<file path="src/design/brf_pkg.sv">
// Shared constants, codes and types for the byte ring FIFO.
package brf_pkg;

    localparam int DEPTH     = 1024;
    localparam int ADDR_W    = $clog2(DEPTH);
    localparam int CAP_W     = 11;
    localparam int MAX_BLOCK = 8;
    localparam int CNT_W     = 4;
    localparam int BYTE_W    = 8;
    localparam int BLOCK_W   = MAX_BLOCK * BYTE_W;

    localparam logic [1:0] CMD_PUSH   = 2'd0;
    localparam logic [1:0] CMD_PULL   = 2'd1;
    localparam logic [1:0] CMD_CLEAR  = 2'd2;
    localparam logic [1:0] CMD_STATUS = 2'd3;

    typedef struct packed {
        logic load;
        logic shift;
    } shift_ctrl_t;

endpackage

</file>
<file path="src/design/brf_shift.sv">
// Byte-serial shift register: unloads push data and assembles pulled data.
module brf_shift
    import brf_pkg::*;
(
    input  logic               clk,
    input  shift_ctrl_t        ctrl,
    input  logic [BLOCK_W-1:0] load_word,
    input  logic [BYTE_W-1:0]  byte_in,
    output logic [BYTE_W-1:0]  byte_out,
    output logic [BLOCK_W-1:0] word
);

    logic [BLOCK_W-1:0] sh_reg;

    always_ff @(posedge clk)
    begin
        if (ctrl.load)
        begin
            sh_reg <= load_word;
        end
        else if (ctrl.shift)
        begin
            sh_reg <= {byte_in, sh_reg[BLOCK_W-1:BYTE_W]};
        end
    end

    assign byte_out = sh_reg[BYTE_W-1:0];
    assign word     = sh_reg;

endmodule

</file>
<file path="config.mk">
export PLATFORM = sky130hd
export DESIGN_NAME = brf_shift
export DESIGN_NICKNAME = d
export VERILOG_FILES = /design/src/design/brf_pkg.sv /design/src/design/brf_shift.sv
export SDC_FILE = /design/constraint.sdc
export NUM_CORES = 1
export LEC_CHECK = 0
export BUFFER_PORTS_ARGS = -buffer_cell sky130_fd_sc_hd__clkbuf_2
export CAP_MARGIN = 20
export CORE_MARGIN = 2
export CORE_UTILIZATION = 40
export CTS_BUF_LIST = sky130_fd_sc_hd__clkbuf_4
export DETAILED_ROUTE_END_ITERATION = 8
export GPL_ROUTABILITY_DRIVEN = 0
export PLACE_DENSITY = 0.76
export SLEW_MARGIN = 10
export SYNTH_ARGS = -nofsm -noshare
export SYNTH_HDL_FRONTEND = slang
export SYNTH_SLANG_ARGS = --single-unit
</file>
<file path="constraint.sdc">
create_clock -name clk -period 6.1 [get_ports clk]
set_input_delay 0.305 -clock clk [delete_from_list [all_inputs] [get_ports clk]]
set_output_delay 0.305 -clock clk [all_outputs]
set_load 0.02 [all_outputs]
</file>
==> metrics.md <==
| Metric | Value |
|---|---|
| Reg2reg path depth | 1 |
| Routed Antenna Nets | 0 |
| Worst setup SP type | input pin |
| Synth async-reset ratio | 0% |
| Worst-Skew Late Latency | 0.40 ns |
| CORE AREA | 7210 um2 |
| Slew HR | 52.3% |
| Final setup skew | 0.0108 ns |
| Post-DP Area | 3700 um2 |
| Post_cts resized | 0 |
| CTS tree | yes |
| Critical path class | input pin to flop |
| Diodes inserted | 0 |
| Syn_nets | 219 |
| Synth top area cells | edfxtp_1, mux2_4, mux2_2 |
| Residual DRC | 0 |
| Initial antenna violation count | 0 |
| Ys flop type | edfxtp_1 |
| Layout cells sized above 1 | 77.8% |
| Reg2reg setup slack | 5.14 ns |
| Buf/Inv on CP | 2 |
| Maximum fanout along the worst path | 44 |
| Ordered cell list for the critical path | buf_4, or2_2, buf_4 |
| Finished Cell Area | 3810 um2 |
| DRT Wirelength | 5400 um |
| DRT Pass-1 Iters | 4 |
| Worst-margin pin slew | 0.715 ns |
| Post-layout min period | 1.71 ns |
| Post-synth EDFFs | 64 |
| Hold EP | word[20] |
| Fillers | 619 |
| Pleak | 1.80 nW |
| Vias in the first global route | 1,804 |
| Most used cell, CP | buf_4 |
| Rows | 31 |
| # IOs | 147 |
| Cell family with most CP delay | buffers and inverters |
| Clock slew at the register clock pins of the worst setup and hold paths | 0.10 ns |
| Max Buffers Root-to-Sink | 2 |
| Fin worst setup slack | 4.39 ns |
| Largest net degree at the start of global routing | 45 |
| Synth Cell Area | 2970 um2 |
| Synth top cells by count | edfxtp_1, mux2_4, mux2_2 |
| Hold Path Class | input pin to flop |
| Distinct cells, synth | 7 |
| CP peak stage delay | 0.56 ns |
| Global-route wire length before repair | 8530 um |
| Port bufs | 146 |
| Seq/Total Area, Yosys | 64.8% |
| Starting Density | 41.1% |
| PD cells | 269 nW/um2 |
| Hold-critical path depth | 2 |
| Vias per cell | 4.55 |
| Hold_sp | load_word[20] |
| Final Total Pwr | 1.03 mW |
| CP endpoint kind | flop |
| # hold bufs at CTS | 0 |
| Die ar. | 8120 um2 |
| Final setup vio count | 0 |
| Worst EP arrival | 1.74 ns |
| Overflow left after global routing | 0 |
| Status | completed |
| Leading area contributor after synthesis | edfxtp_1 |
| Pins Over Slew Limit | 0 |
| Max Freq | 586 MHz |
| Post-detailed-placement half-perimeter wirelength | 3920 um |
| Post-CTS setup buffer count | 0 |
| Synth Instances | 144 |
| Period utilisation layout | 28.0% |
| Seq cells post-synth | 64 |
| Final Net Count | 363 |
| Wire per inst | 13.8 um |
| RR Startpoint | word[37] |
| Synthesis Warnings | 0 |
| Post-synth top area share | 64.8% |
| Post-Place Worst Slack | 3.96 ns |
| Die height | 90.1 um |
| Most numerous cell in the Yosys netlist | edfxtp_1 |
| Clk sinks | 64 |
| Average cell area after synthesis | 20.6 um2 |
| Hold Violations, Final | 0 |
| Clock root cell | clkbuf_4 |
| Worst path slowest cell | buf_4 |
| H-tree depth | 3 |
| Largest register FFs | 64 |
| GRT Util Overall | 13.5% |
| RSZ-0062 raised after global routing | no |
| Area growth from synthesis to layout | 28.5% |
| Max VDD drop | 96.1 uV |
| Vias | 1,785 |
| Max_cap viols | 0 |
| TNS Setup | 0 ns |
| Initial detailed-routing violation count | 71 |
| Num CTS Buffers | 9 |
| Chip width | 90.1 um |
| Core Util, Final | 52.8% |
| Worst Path Required | 6.13 ns |
| RR Endpoint | word[29] |
[cells in the final DEF, fill, tap and decap left out]
cell type and instances:
or2_2 1, mux2_4 49, clkinv_1 1, buf_4 3, edfxtp_1 64, clkbuf_4 11
mux2_2 15, clkinv_2 4, clkbuf_2 145
[cells by family (layout without fill, tap and decap cells)]
kind of cell | after synthesis | in the layout | synth area share, %
buf+inv | 15 | 164 | 4.47
simple gates | 1 | 1 | 0.211
flops | 64 | 64 | 64.8
mux | 64 | 64 | 30.5
[per-layer routing]
layer  up-vias  wire length, um  global-route usage, %
met3        10              577                   5.53
met1       819             2240                   15.7
li1        840                -                      -
met4         0              102                   6.92
met5         -                0                      0
met2       116             2480                   21.6
[power by group]
group          internal [mW]  switching [mW]
clock network         0.0891           0.142
logic                  0.107           0.120
registers              0.543          0.0247
total                  0.739           0.286
[worst max path at each step]
stage	startpoint	endpoint	slack, ns	cells after the start
2_1_floorplan	ctrl[1]	word[0]	3.62	3
3_5_place_dp	ctrl[1]	word[11]	3.96	3
4_1_cts	ctrl[1]	word[1]	4.40	3
3_3_place_gp	ctrl[1]	word[3]	4.01	3
6_report	ctrl[1]	word[8]	4.39	3
5_1_grt	ctrl[1]	word[40]	4.29	3
[through the flow]
step	std cells	hold slack (ns)
after floorplan	144	0.522
after global placement	376	0.561
after detailed placement	376	0.562
after CTS	392	0.165
after global routing	392	0.161
final	392	0.201
[cell type report]
class | instances | area (um2) | area share, %
multi-input combinational | 65 | 911 | 23.9
tap | 99 | 124 | 3.25
clock buffer | 11 | 82.6 | 2.17
clock inverter | 5 | 23.8 | 0.624
timing repair buffer | 148 | 748 | 19.6
sequential | 64 | 1920 | 50.4
Power figures use the tool's default switching activity.
